**src/design/isng_pkg.sv**
```systemverilog
// ----------------------------------------------------------------------------
// isng_pkg
// Shared types and constants of the Ising Metropolis spin-update block.
// ----------------------------------------------------------------------------
package isng_pkg;

  localparam int DefSide = 32;
  localparam int CoordW  = 5;
  localparam int FracW   = 16;
  localparam int DeW     = 5;
  localparam int EnergyW = 13;
  localparam int MagW    = 12;
  localparam int QDepth  = 2;

  localparam logic [FracW-1:0] ResetDe4 = 16'd29446;
  localparam logic [FracW-1:0] ResetDe8 = 16'd13231;

  typedef enum logic [0:0] {
    CMD_TRIAL = 1'b0,
    CMD_WRITE = 1'b1
  } cmd_e;

  typedef enum logic [0:0] {
    CFG_DE4 = 1'b0,
    CFG_DE8 = 1'b1
  } cfg_reg_e;

  typedef enum logic [1:0] {
    BK_CLEAR,
    BK_IDLE,
    BK_CENTRE,
    BK_EXEC
  } bk_state_e;

  typedef struct packed {
    cmd_e             cmd;
    logic             spin_value;
    logic [FracW-1:0] rnd;
  } op_t;

  typedef struct packed {
    logic                      spin_now;
    logic                      flipped;
    logic signed [DeW-1:0]     de;
    logic signed [EnergyW-1:0] energy;
    logic signed [MagW-1:0]    mag;
  } res_t;

endpackage

```
**src/design/isng_front.sv**
```systemverilog
// ----------------------------------------------------------------------------
// isng_front
// Takes items in, wraps the site onto the lattice, works out the four
// neighbour coordinates and holds the decoded items in a short queue.
// ----------------------------------------------------------------------------
module isng_front
  import isng_pkg::*;
#(
  parameter int Side = DefSide,
  localparam int IdxW = $clog2(Side)
) (
  input  logic              clk_i,
  input  logic              rst_ni,
  input  logic              push_i,
  output logic              full_o,
  input  logic              init_busy_i,
  input  logic              cmd_i,
  input  logic [CoordW-1:0] row_i,
  input  logic [CoordW-1:0] col_i,
  input  logic              spin_value_i,
  input  logic [FracW-1:0]  random_fraction_i,
  output logic              hd_valid_o,
  input  logic              hd_pop_i,
  output op_t               hd_op_o,
  output logic [IdxW-1:0]   hd_row_o,
  output logic [IdxW-1:0]   hd_row_up_o,
  output logic [IdxW-1:0]   hd_row_dn_o,
  output logic [IdxW-1:0]   hd_col_o,
  output logic [IdxW-1:0]   hd_col_lt_o,
  output logic [IdxW-1:0]   hd_col_rt_o
);

  localparam int PtrW = $clog2(QDepth);
  localparam int CntW = $clog2(QDepth + 1);

  logic [PtrW-1:0] wr_ptr_q, wr_ptr_d, rd_ptr_q, rd_ptr_d;
  logic [CntW-1:0] cnt_q, cnt_d;
  logic            do_push;

  op_t             op_mem    [QDepth];
  logic [IdxW-1:0] row_mem   [QDepth];
  logic [IdxW-1:0] row_up_mem[QDepth];
  logic [IdxW-1:0] row_dn_mem[QDepth];
  logic [IdxW-1:0] col_mem   [QDepth];
  logic [IdxW-1:0] col_lt_mem[QDepth];
  logic [IdxW-1:0] col_rt_mem[QDepth];

  logic [IdxW-1:0] row_w, col_w;
  op_t             op_w;

  // coordinates arrive 5 bits wide, fold them onto the Side-wide lattice
  function automatic logic [IdxW-1:0] wrap_coord(logic [CoordW-1:0] v);
    logic [CoordW-1:0] t;
    t = v;
    for (int k = 0; k < 8; k++) begin
      if (int'(t) >= Side) begin
        t = CoordW'(int'(t) - Side);
      end
    end
    return IdxW'(t);
  endfunction

  function automatic logic [IdxW-1:0] prev_coord(logic [IdxW-1:0] x);
    return (x == '0) ? IdxW'(Side - 1) : x - 1'b1;
  endfunction

  function automatic logic [IdxW-1:0] next_coord(logic [IdxW-1:0] x);
    return (x == IdxW'(Side - 1)) ? '0 : x + 1'b1;
  endfunction

  function automatic logic [PtrW-1:0] ptr_inc(logic [PtrW-1:0] p);
    return (p == PtrW'(QDepth - 1)) ? '0 : p + 1'b1;
  endfunction

  assign full_o  = (cnt_q == CntW'(QDepth)) || init_busy_i;
  assign do_push = push_i && !full_o;

  always_comb begin
    row_w         = wrap_coord(row_i);
    col_w         = wrap_coord(col_i);
    op_w.cmd      = cmd_e'(cmd_i);
    op_w.spin_value = spin_value_i;
    op_w.rnd      = random_fraction_i;
  end

  always_comb begin
    wr_ptr_d = wr_ptr_q;
    rd_ptr_d = rd_ptr_q;
    cnt_d    = cnt_q;
    if (do_push) begin
      wr_ptr_d = ptr_inc(wr_ptr_q);
    end
    if (hd_pop_i) begin
      rd_ptr_d = ptr_inc(rd_ptr_q);
    end
    case ({do_push, hd_pop_i})
      2'b10:   cnt_d = cnt_q + 1'b1;
      2'b01:   cnt_d = cnt_q - 1'b1;
      default: cnt_d = cnt_q;
    endcase
  end

  always_ff @(posedge clk_i or negedge rst_ni) begin
    if (!rst_ni) begin
      wr_ptr_q <= '0;
      rd_ptr_q <= '0;
      cnt_q    <= '0;
    end else begin
      wr_ptr_q <= wr_ptr_d;
      rd_ptr_q <= rd_ptr_d;
      cnt_q    <= cnt_d;
    end
  end

  always_ff @(posedge clk_i) begin
    if (do_push) begin
      op_mem[wr_ptr_q]     <= op_w;
      row_mem[wr_ptr_q]    <= row_w;
      row_up_mem[wr_ptr_q] <= prev_coord(row_w);
      row_dn_mem[wr_ptr_q] <= next_coord(row_w);
      col_mem[wr_ptr_q]    <= col_w;
      col_lt_mem[wr_ptr_q] <= prev_coord(col_w);
      col_rt_mem[wr_ptr_q] <= next_coord(col_w);
    end
  end

  assign hd_valid_o  = (cnt_q != '0);
  assign hd_op_o     = op_mem[rd_ptr_q];
  assign hd_row_o    = row_mem[rd_ptr_q];
  assign hd_row_up_o = row_up_mem[rd_ptr_q];
  assign hd_row_dn_o = row_dn_mem[rd_ptr_q];
  assign hd_col_o    = col_mem[rd_ptr_q];
  assign hd_col_lt_o = col_lt_mem[rd_ptr_q];
  assign hd_col_rt_o = col_rt_mem[rd_ptr_q];

endmodule

```
**src/design/isng_back.sv**
```systemverilog
// ----------------------------------------------------------------------------
// isng_back
// Holds the spin lattice (one row per memory word), the running totals and
// the acceptance thresholds, and carries out one trial or write at a time.
// ----------------------------------------------------------------------------
module isng_back
  import isng_pkg::*;
#(
  parameter int Side = DefSide,
  localparam int IdxW = $clog2(Side)
) (
  input  logic             clk_i,
  input  logic             rst_ni,
  input  logic             cfg_we_i,
  input  logic             cfg_idx_i,
  input  logic [FracW-1:0] cfg_data_i,
  output logic             init_busy_o,
  input  logic             hd_valid_i,
  output logic             hd_pop_o,
  input  op_t              hd_op_i,
  input  logic [IdxW-1:0]  hd_row_i,
  input  logic [IdxW-1:0]  hd_row_up_i,
  input  logic [IdxW-1:0]  hd_row_dn_i,
  input  logic [IdxW-1:0]  hd_col_i,
  input  logic [IdxW-1:0]  hd_col_lt_i,
  input  logic [IdxW-1:0]  hd_col_rt_i,
  input  logic             res_full_i,
  output logic             res_push_o,
  output res_t             res_o
);

  localparam logic [MagW-1:0]    MagRst    = MagW'(Side * Side);
  localparam logic [EnergyW-1:0] EnergyRst = EnergyW'(-2 * Side * Side);

  bk_state_e state_q, state_d;
  logic [IdxW-1:0] clr_cnt_q, clr_cnt_d;

  logic [FracW-1:0]   th4_q, th4_d, th8_q, th8_d;
  logic [EnergyW-1:0] energy_q, energy_d;
  logic [MagW-1:0]    mag_q, mag_d;

  // item held while it is worked on
  op_t             op_q;
  logic [IdxW-1:0] row_q, col_q, col_lt_q, col_rt_q;
  logic            up_q, dn_q;

  // lattice memory, two read ports and one write port
  logic [Side-1:0] lat_mem [Side];
  logic [Side-1:0] rd_a_q, rd_b_q, mem_wdata;
  logic [IdxW-1:0] rd_a_addr, rd_b_addr, mem_waddr;
  logic            mem_we;

  logic            own, lt, rt, take;
  logic [2:0]      n_same;
  logic [DeW-1:0]  de_raw, de_applied;
  logic [Side-1:0] exec_row;

  always_ff @(posedge clk_i) begin
    if (mem_we) begin
      lat_mem[mem_waddr] <= mem_wdata;
    end
    rd_a_q <= lat_mem[rd_a_addr];
    rd_b_q <= lat_mem[rd_b_addr];
  end

  // update of the addressed site from the centre row and neighbour bits
  always_comb begin
    own    = rd_a_q[col_q];
    lt     = rd_a_q[col_lt_q];
    rt     = rd_a_q[col_rt_q];
    n_same = 3'(up_q == own) + 3'(dn_q == own) + 3'(lt == own) + 3'(rt == own);
    // dE = 4 * (aligned neighbours) - 8
    de_raw = DeW'({n_same, 2'b00}) - DeW'(8);
    case (op_q.cmd)
      CMD_TRIAL: begin
        if (n_same <= 3'd2) begin
          take = 1'b1;
        end else if (n_same == 3'd3) begin
          take = th4_q > op_q.rnd;
        end else begin
          take = th8_q > op_q.rnd;
        end
      end
      CMD_WRITE: take = op_q.spin_value != own;
      default:   take = 1'b0;
    endcase
    de_applied = take ? de_raw : '0;
    energy_d   = energy_q + {{(EnergyW-DeW){de_applied[DeW-1]}}, de_applied};
    if (!take) begin
      mag_d = mag_q;
    end else if (own) begin
      mag_d = mag_q - MagW'(2);
    end else begin
      mag_d = mag_q + MagW'(2);
    end
    exec_row = rd_a_q ^ (Side'(take) << col_q);
  end

  always_comb begin
    res_o.spin_now = own ^ take;
    res_o.flipped  = take;
    res_o.de       = de_applied;
    res_o.energy   = energy_d;
    res_o.mag      = mag_d;
  end

  always_comb begin
    state_d    = state_q;
    clr_cnt_d  = clr_cnt_q;
    hd_pop_o   = 1'b0;
    res_push_o = 1'b0;
    mem_we     = 1'b0;
    mem_waddr  = row_q;
    mem_wdata  = exec_row;
    rd_a_addr  = row_q;
    rd_b_addr  = row_q;
    case (state_q)
      BK_CLEAR: begin
        mem_we    = 1'b1;
        mem_waddr = clr_cnt_q;
        mem_wdata = '1;
        clr_cnt_d = clr_cnt_q + 1'b1;
        if (clr_cnt_q == IdxW'(Side - 1)) begin
          state_d = BK_IDLE;
        end
      end
      BK_IDLE: begin
        rd_a_addr = hd_row_up_i;
        rd_b_addr = hd_row_dn_i;
        if (hd_valid_i && !res_full_i) begin
          hd_pop_o = 1'b1;
          state_d  = BK_CENTRE;
        end
      end
      BK_CENTRE: begin
        rd_a_addr = row_q;
        state_d   = BK_EXEC;
      end
      BK_EXEC: begin
        mem_we     = 1'b1;
        res_push_o = 1'b1;
        state_d    = BK_IDLE;
      end
      default: state_d = BK_IDLE;
    endcase
  end

  always_comb begin
    th4_d = th4_q;
    th8_d = th8_q;
    if (cfg_we_i) begin
      case (cfg_reg_e'(cfg_idx_i))
        CFG_DE4: th4_d = cfg_data_i;
        CFG_DE8: th8_d = cfg_data_i;
        default: ;
      endcase
    end
  end

  always_ff @(posedge clk_i or negedge rst_ni) begin
    if (!rst_ni) begin
      state_q   <= BK_CLEAR;
      clr_cnt_q <= '0;
      th4_q     <= ResetDe4;
      th8_q     <= ResetDe8;
      energy_q  <= EnergyRst;
      mag_q     <= MagRst;
    end else begin
      state_q   <= state_d;
      clr_cnt_q <= clr_cnt_d;
      th4_q     <= th4_d;
      th8_q     <= th8_d;
      if (state_q == BK_EXEC) begin
        energy_q <= energy_d;
        mag_q    <= mag_d;
      end
    end
  end

  always_ff @(posedge clk_i) begin
    if (hd_pop_o) begin
      op_q     <= hd_op_i;
      row_q    <= hd_row_i;
      col_q    <= hd_col_i;
      col_lt_q <= hd_col_lt_i;
      col_rt_q <= hd_col_rt_i;
    end
    // neighbour rows were read while idle, keep only the bits needed
    if (state_q == BK_CENTRE) begin
      up_q <= rd_a_q[col_q];
      dn_q <= rd_b_q[col_q];
    end
  end

  assign init_busy_o = (state_q == BK_CLEAR);

  a_pop_has_item: assert property (@(posedge clk_i) disable iff (!rst_ni)
    hd_pop_o |-> hd_valid_i && !res_full_i)
    else $error("item taken from empty queue or with no result room");

  a_push_has_room: assert property (@(posedge clk_i) disable iff (!rst_ni)
    res_push_o |-> !res_full_i)
    else $error("result pushed into a full queue");

  a_totals_only_on_exec: assert property (@(posedge clk_i) disable iff (!rst_ni)
    (mag_q != $past(mag_q)) |-> ($past(state_q) == BK_EXEC))
    else $error("magnetisation moved outside an update");

  a_clear_covers_all: assert property (@(posedge clk_i) disable iff (!rst_ni)
    (state_q == BK_CLEAR) ##1 (state_q != BK_CLEAR)
      |-> ($past(clr_cnt_q) == IdxW'(Side - 1)))
    else $error("lattice initialisation ended early");

endmodule

```
**src/design/isng_res_fifo.sv**
```systemverilog
// ----------------------------------------------------------------------------
// isng_res_fifo
// Short queue of finished results between the update engine and the output.
// ----------------------------------------------------------------------------
module isng_res_fifo
  import isng_pkg::*;
(
  input  logic clk_i,
  input  logic rst_ni,
  input  logic push_i,
  input  res_t data_i,
  output logic full_o,
  input  logic pop_i,
  output logic empty_o,
  output res_t data_o
);

  localparam int PtrW = $clog2(QDepth);
  localparam int CntW = $clog2(QDepth + 1);

  res_t            mem [QDepth];
  logic [PtrW-1:0] wr_ptr_q, rd_ptr_q;
  logic [CntW-1:0] cnt_q, cnt_d;
  logic            do_pop;

  function automatic logic [PtrW-1:0] ptr_inc(logic [PtrW-1:0] p);
    return (p == PtrW'(QDepth - 1)) ? '0 : p + 1'b1;
  endfunction

  assign full_o  = (cnt_q == CntW'(QDepth));
  assign empty_o = (cnt_q == '0);
  assign do_pop  = pop_i && !empty_o;
  assign data_o  = mem[rd_ptr_q];

  always_comb begin
    case ({push_i, do_pop})
      2'b10:   cnt_d = cnt_q + 1'b1;
      2'b01:   cnt_d = cnt_q - 1'b1;
      default: cnt_d = cnt_q;
    endcase
  end

  always_ff @(posedge clk_i or negedge rst_ni) begin
    if (!rst_ni) begin
      wr_ptr_q <= '0;
      rd_ptr_q <= '0;
      cnt_q    <= '0;
    end else begin
      if (push_i) begin
        wr_ptr_q <= ptr_inc(wr_ptr_q);
      end
      if (do_pop) begin
        rd_ptr_q <= ptr_inc(rd_ptr_q);
      end
      cnt_q <= cnt_d;
    end
  end

  always_ff @(posedge clk_i) begin
    if (push_i) begin
      mem[wr_ptr_q] <= data_i;
    end
  end

endmodule

```
**src/design/ising_metropolis_spin_update.sv**
```systemverilog
// ----------------------------------------------------------------------------
// ising_metropolis_spin_update
// Metropolis spin-update engine for a wrapped square Ising lattice.
// ----------------------------------------------------------------------------
// Each item passes through the engine's idle, centre and exec states: the rows
// above and below the site are read on the two read ports of the row-wide
// lattice memory, then the site's own row is read, then the spin, energy and
// magnetisation are updated and the result is queued; the single memory write
// port and the order of those reads set that sequence. An item pushed into an
// idle block goes through the input queue, these states and the result queue.
// Two-entry queues on the input and result sides let items arrive and results
// wait independently. After reset the lattice is set to all spins up one row
// per cycle, during which full stays high; threshold writes are taken at any time.
module ising_metropolis_spin_update
  import isng_pkg::*;
#(
  parameter int Side = DefSide
) (
  input  logic                      clk_i,
  input  logic                      rst_ni,
  input  logic                      cfg_we_i,
  input  logic                      cfg_idx_i,
  input  logic [FracW-1:0]          cfg_data_i,
  input  logic                      push,
  output logic                      full,
  input  logic                      cmd_i,
  input  logic [CoordW-1:0]         row_i,
  input  logic [CoordW-1:0]         col_i,
  input  logic                      spin_value_i,
  input  logic [FracW-1:0]          random_fraction_i,
  output logic                      empty,
  input  logic                      pop,
  output logic                      spin_now_o,
  output logic                      flipped_o,
  output logic signed [DeW-1:0]     energy_change_o,
  output logic signed [EnergyW-1:0] total_energy_o,
  output logic signed [MagW-1:0]    net_magnetization_o
);

  localparam int IdxW = $clog2(Side);

  logic            init_busy, hd_valid, hd_pop, res_full, res_push;
  op_t             hd_op;
  logic [IdxW-1:0] hd_row, hd_row_up, hd_row_dn, hd_col, hd_col_lt, hd_col_rt;
  res_t            res_in, res_out;

  isng_front #(
    .Side(Side)
  ) u_front (
    .clk_i,
    .rst_ni,
    .push_i            (push),
    .full_o            (full),
    .init_busy_i       (init_busy),
    .cmd_i,
    .row_i,
    .col_i,
    .spin_value_i,
    .random_fraction_i,
    .hd_valid_o        (hd_valid),
    .hd_pop_i          (hd_pop),
    .hd_op_o           (hd_op),
    .hd_row_o          (hd_row),
    .hd_row_up_o       (hd_row_up),
    .hd_row_dn_o       (hd_row_dn),
    .hd_col_o          (hd_col),
    .hd_col_lt_o       (hd_col_lt),
    .hd_col_rt_o       (hd_col_rt)
  );

  isng_back #(
    .Side(Side)
  ) u_back (
    .clk_i,
    .rst_ni,
    .cfg_we_i,
    .cfg_idx_i,
    .cfg_data_i,
    .init_busy_o (init_busy),
    .hd_valid_i  (hd_valid),
    .hd_pop_o    (hd_pop),
    .hd_op_i     (hd_op),
    .hd_row_i    (hd_row),
    .hd_row_up_i (hd_row_up),
    .hd_row_dn_i (hd_row_dn),
    .hd_col_i    (hd_col),
    .hd_col_lt_i (hd_col_lt),
    .hd_col_rt_i (hd_col_rt),
    .res_full_i  (res_full),
    .res_push_o  (res_push),
    .res_o       (res_in)
  );

  isng_res_fifo u_res_fifo (
    .clk_i,
    .rst_ni,
    .push_i  (res_push),
    .data_i  (res_in),
    .full_o  (res_full),
    .pop_i   (pop),
    .empty_o (empty),
    .data_o  (res_out)
  );

  assign spin_now_o          = res_out.spin_now;
  assign flipped_o           = res_out.flipped;
  assign energy_change_o     = res_out.de;
  assign total_energy_o      = res_out.energy;
  assign net_magnetization_o = res_out.mag;

endmodule
```
**config.mk**
```make
export PLATFORM = sky130hd
export DESIGN_NAME = ising_metropolis_spin_update
export DESIGN_NICKNAME = d
export VERILOG_FILES = /design/src/design/isng_pkg.sv /design/src/design/isng_front.sv /design/src/design/isng_back.sv /design/src/design/isng_res_fifo.sv /design/src/design/ising_metropolis_spin_update.sv
export SDC_FILE = /design/constraint.sdc
export NUM_CORES = 2
export LEC_CHECK = 0
export ABC_AREA = 1
export BUFFER_PORTS_ARGS = -buffer_cell sky130_fd_sc_hd__buf_2
export CORE_ASPECT_RATIO = 0.75
export CORE_UTILIZATION = 30
export CTS_CLUSTER_DIAMETER = 200
export DETAILED_ROUTE_END_ITERATION = 6
export PLACE_DENSITY_LB_ADDON = 0.25
export RECOVER_POWER = 25
export SLEW_MARGIN = 20
export SYNTH_ARGS = -nofsm -noshare
export SYNTH_HDL_FRONTEND = slang
export SYNTH_SLANG_ARGS = --single-unit
```
**constraint.sdc**
```tcl
create_clock -name clk_i -period 7 [get_ports clk_i]
set_input_delay 1.4 -clock clk_i [delete_from_list [all_inputs] [get_ports clk_i]]
set_output_delay 1.4 -clock clk_i [all_outputs]
set_load 0.02 [all_outputs]
```
==> flow_metrics.py <==
metrics = {
    "sta": {
        "tightest_slew_ns": 4.05,
        "fmax_mhz": 157,
        "maxSlewHeadroom_pct": -170,
        "period_minus_slack_ns": 6.37,
        "fin_skew_ns": 0.0520,
        "post-route-period-util_pct": 90.9,
        "setup_violations": 0,
        "hold_viol_final": 0,
        "rsz0062_at_grt": "false",
        "report.final.slew_viol_count": 381,
        "setup_tns_ns": 0,
    },
    "yosys": {
        "synth_compound_area_share_pct": 19.1,
        "synth_common_cells": "1214 x edfxtp_1, 893 x nand2_1, 770 x nor2_1",
        "syn_avg_cell_area_um2": 10.2,
        "yosys.area.top_type_share_pct": 56.0,
        "synth_top_family_by_area": "compound AO/OA/AOI/OAI gates",
        "synth.area.mux_share_pct": 0.0173,
        "syn_area_um2": 65100,
        "synth.most_common_cell": "edfxtp_1",
        "synth_xor_xnor_area_share_pct": 0.498,
        "synth-simple-area-share_pct": 12.3,
        "synth_area_leaders": "edfxtp_1 56%, nand2_1 5.1%, o21ai_0 4.8%",
        "yosysTopAreaCell": "edfxtp_1",
        "async_flop_share_pct": 5.12,
        "synth_ff_type": "edfxtp_1",
        "synth_edf_count": 1214,
        "synthDistinctLibCells": 55,
        "synth_fa_ha_area_share_pct": 1.42,
        "ys_warn_count": 0,
        "syn_inst": 6392,
        "synth_seq_area_share_pct": 60.6,
        "synth_seq_cells": 1347,
    },
    "cells_and_area": {
        "nFillCells": 21400,
        "multi_input_area_um2": 21900,
        "fin_nets": 6418,
        "seq_area_um2": 39500,
        "syn_to_final_growth_pct": 11.9,
        "num_antenna_cells": 0,
        "drive_gt1_share_pct": 7.73,
    },
    "critical_path": {
        "path_buf_inv": 5,
        "cp-end-kind": "flip-flop",
        "r2r_slack_ns": 0.63,
        "path_cells": "inv_1, ha_1, clkinv_1, clkbuf_1, nand2_1, nand2_1, nand2_1, nor2_4, clkbuf_1, buf_4",
        "path_delay_family": "buffers and inverters",
        "slowest_delay_ns": 1.58,
        "path_common_cell": "nand2_1",
        "required_ns": 7.40,
        "critPathLaunchType": "flip-flop",
        "crit_arrival_ns": 6.77,
        "cp_max_fo": 36,
        "worstSetupPathType": "reg2reg",
        "slowest_stage": "clkbuf_1",
    },
    "hold_path": {
        "min_path_type": "in2async",
    },
    "global_routing": {
        "grt_pass1_vias": 47700,
        "grt_pass1_wl_mm": 338,
        "antenna_found_initial": 12,
        "track_usage_pct": 21.0,
        "grt_max_degree": 171,
        "grt_overflow_total": 0,
    },
    "clocking": {
        "insertion_delay_ns": 0.82,
        "cts_buffers": 148,
        "path_clk_slew_ns": 0.06,
        "cts.htree.levels": 4,
        "postCtsSetupBuffers": 0,
        "cts_resized": 0,
        "cts_buffer_depth": 4,
        "cts_hold_buf": 0,
        "root_buffer": "clkbuf_16",
        "numClockSinks": 1347,
        "cts_tree": "yes",
    },
    "placed_design": {
        "hpwl_mm": 129,
        "place.gp.congestion": 0.857,
        "port_buffers": 78,
    },
    "die": {
        "rows": 147,
        "core_area_um2": 215000,
        "io_pins": 84,
        "die_area_um2": 219000,
        "initial_utilization_pct": 30.3,
        "die_y_um": 405,
        "die_w_um": 540,
    },
    "run": {
        "max_cap_violations": 17,
    },
    "route": {
        "route.detailed.drc": 0,
        "drt-pass1-iter-count": 7,
        "wirelength_mm": 236,
        "via_per_inst": 5.55,
        "drt-initial-drc-count": 6778,
        "wl_per_cell_um": 25.6,
        "ant_nets": 0,
        "vias": 51300,
    },
    "status": {
        "status": "complete, but fails checks",
        "violations": "max-capacitance violations, max-slew violations",
    },
}
[metrics by stage]
| stage | utilization, % | instance area, um^2 | hold WS, ns | worst slack [ns] | std cells |
|---|---|---|---|---|---|
| detailed placement | 32.0 | 68700 | 0.472 | 0.987 | 8977 |
| floorplan | - | 65100 | 0.448 | 2.05 | 6396 |
| global route | 33.9 | 72800 | 0.379 | 0.362 | 9236 |
| finish | 33.9 | 72800 | 0.403 | 0.635 | 9236 |
| CTS | 34.1 | 73200 | 0.326 | 0.893 | 9236 |
| global placement | 31.9 | 68600 | 0.463 | 1.05 | 8974 |
[placed cells by master (no fill, tap or decap), types with 35 or more instances in the layout]
cell type	synthesis	layout
nand2_1	893	893
o211ai_1	168	168
buf_4	50	132
clkbuf_16	0	149
o21a_1	67	67
edfxtp_1	1214	1214
o22ai_1	37	37
o21ai_1	66	66
inv_1	388	390
nand4_1	35	35
buf_2	221	54
o221ai_1	290	290
dfrtp_1	49	49
a31oi_1	202	199
a21oi_1	586	584
ha_1	69	69
clkbuf_1	205	75
nor2_1	770	764
dfxtp_1	64	64
o21ai_0	624	624
nand3_1	229	228
[kinds of logic (layout without fill, tap and decap cells)]
group	after synthesis	in the layout
AOI/OAI and AO/OA	2067	2067
and+or+nand+nor	1966	1966
DFF	1347	1347
buffers and inverters	901	910
adders and majority gates	72	72
xor gates and xnor gates	37	37
other	1	5
muxes	1	1
[worst reg2reg max path, stage by stage (launching register included)]
cell and delay, ns:
dfrtp_1 0.41, inv_1 0.09, ha_1 0.38, clkinv_1 0.11, clkbuf_1 1.57, nand2_1 0.33, nand2_1 0.30, nand2_1 0.24
nor2_4 0.12, clkbuf_1 1.58, buf_4 0.77
[path summary, 6_finish.rpt]
path                       cells past startpoint                       startpoint                              end
setup reg to reg                              10    u_back.state_q[0]$_DFFE_PN0P_  u_back.lat_mem[4][30]$_DFFE_PP_
hold / removal                                 1                           rst_ni      u_back.mag_q[2]$_DFFE_PN0N_
max in group asynchronous                      2                           rst_ni     u_back.th4_q[10]$_DFFE_PN0P_
setup / recovery                              10    u_back.state_q[0]$_DFFE_PN0P_  u_back.lat_mem[4][30]$_DFFE_PP_
min in group clk_i                             2  u_back.energy_q[12]$_DFFE_PN1N_  u_back.energy_q[12]$_DFFE_PN1N_
hold reg to reg                                2  u_back.energy_q[12]$_DFFE_PN1N_  u_back.energy_q[12]$_DFFE_PN1N_
[flip-flops by register name, indices dropped and copies added (netlist names), 16 cells and up]
signal,count
u_back.rd_a_q,32
u_back.lat_mem,1024
u_back.rd_b_q,32
u_res_fifo.mem,54
u_back.op_q,18
u_back.th4_q,16
u_back.th8_q,16
u_front.op_mem,36
[per-layer routing]
layer  track usage (%)  up-vias  wire, um
met5                 0        -        20
met1              30.4    25000    106000
met4              6.62        4      7280
met3              3.93      480     23100
li1                  -    23000         -
met2              31.4     2796    100000
[final cells by class]
class | instances | area share (%)
clock buffer | 192 | 5.42
clock inverter | 67 | 0.809
inverter | 401 | 2.11
multi-input combinational | 4148 | 30.0
sequential | 1347 | 54.2
tap | 2831 | 4.86
timing repair buffer | 250 | 2.57
Power is left out: the tool's default activity adds up to more than one toggle a clock period on the data nets, which glitch-free logic cannot reach.
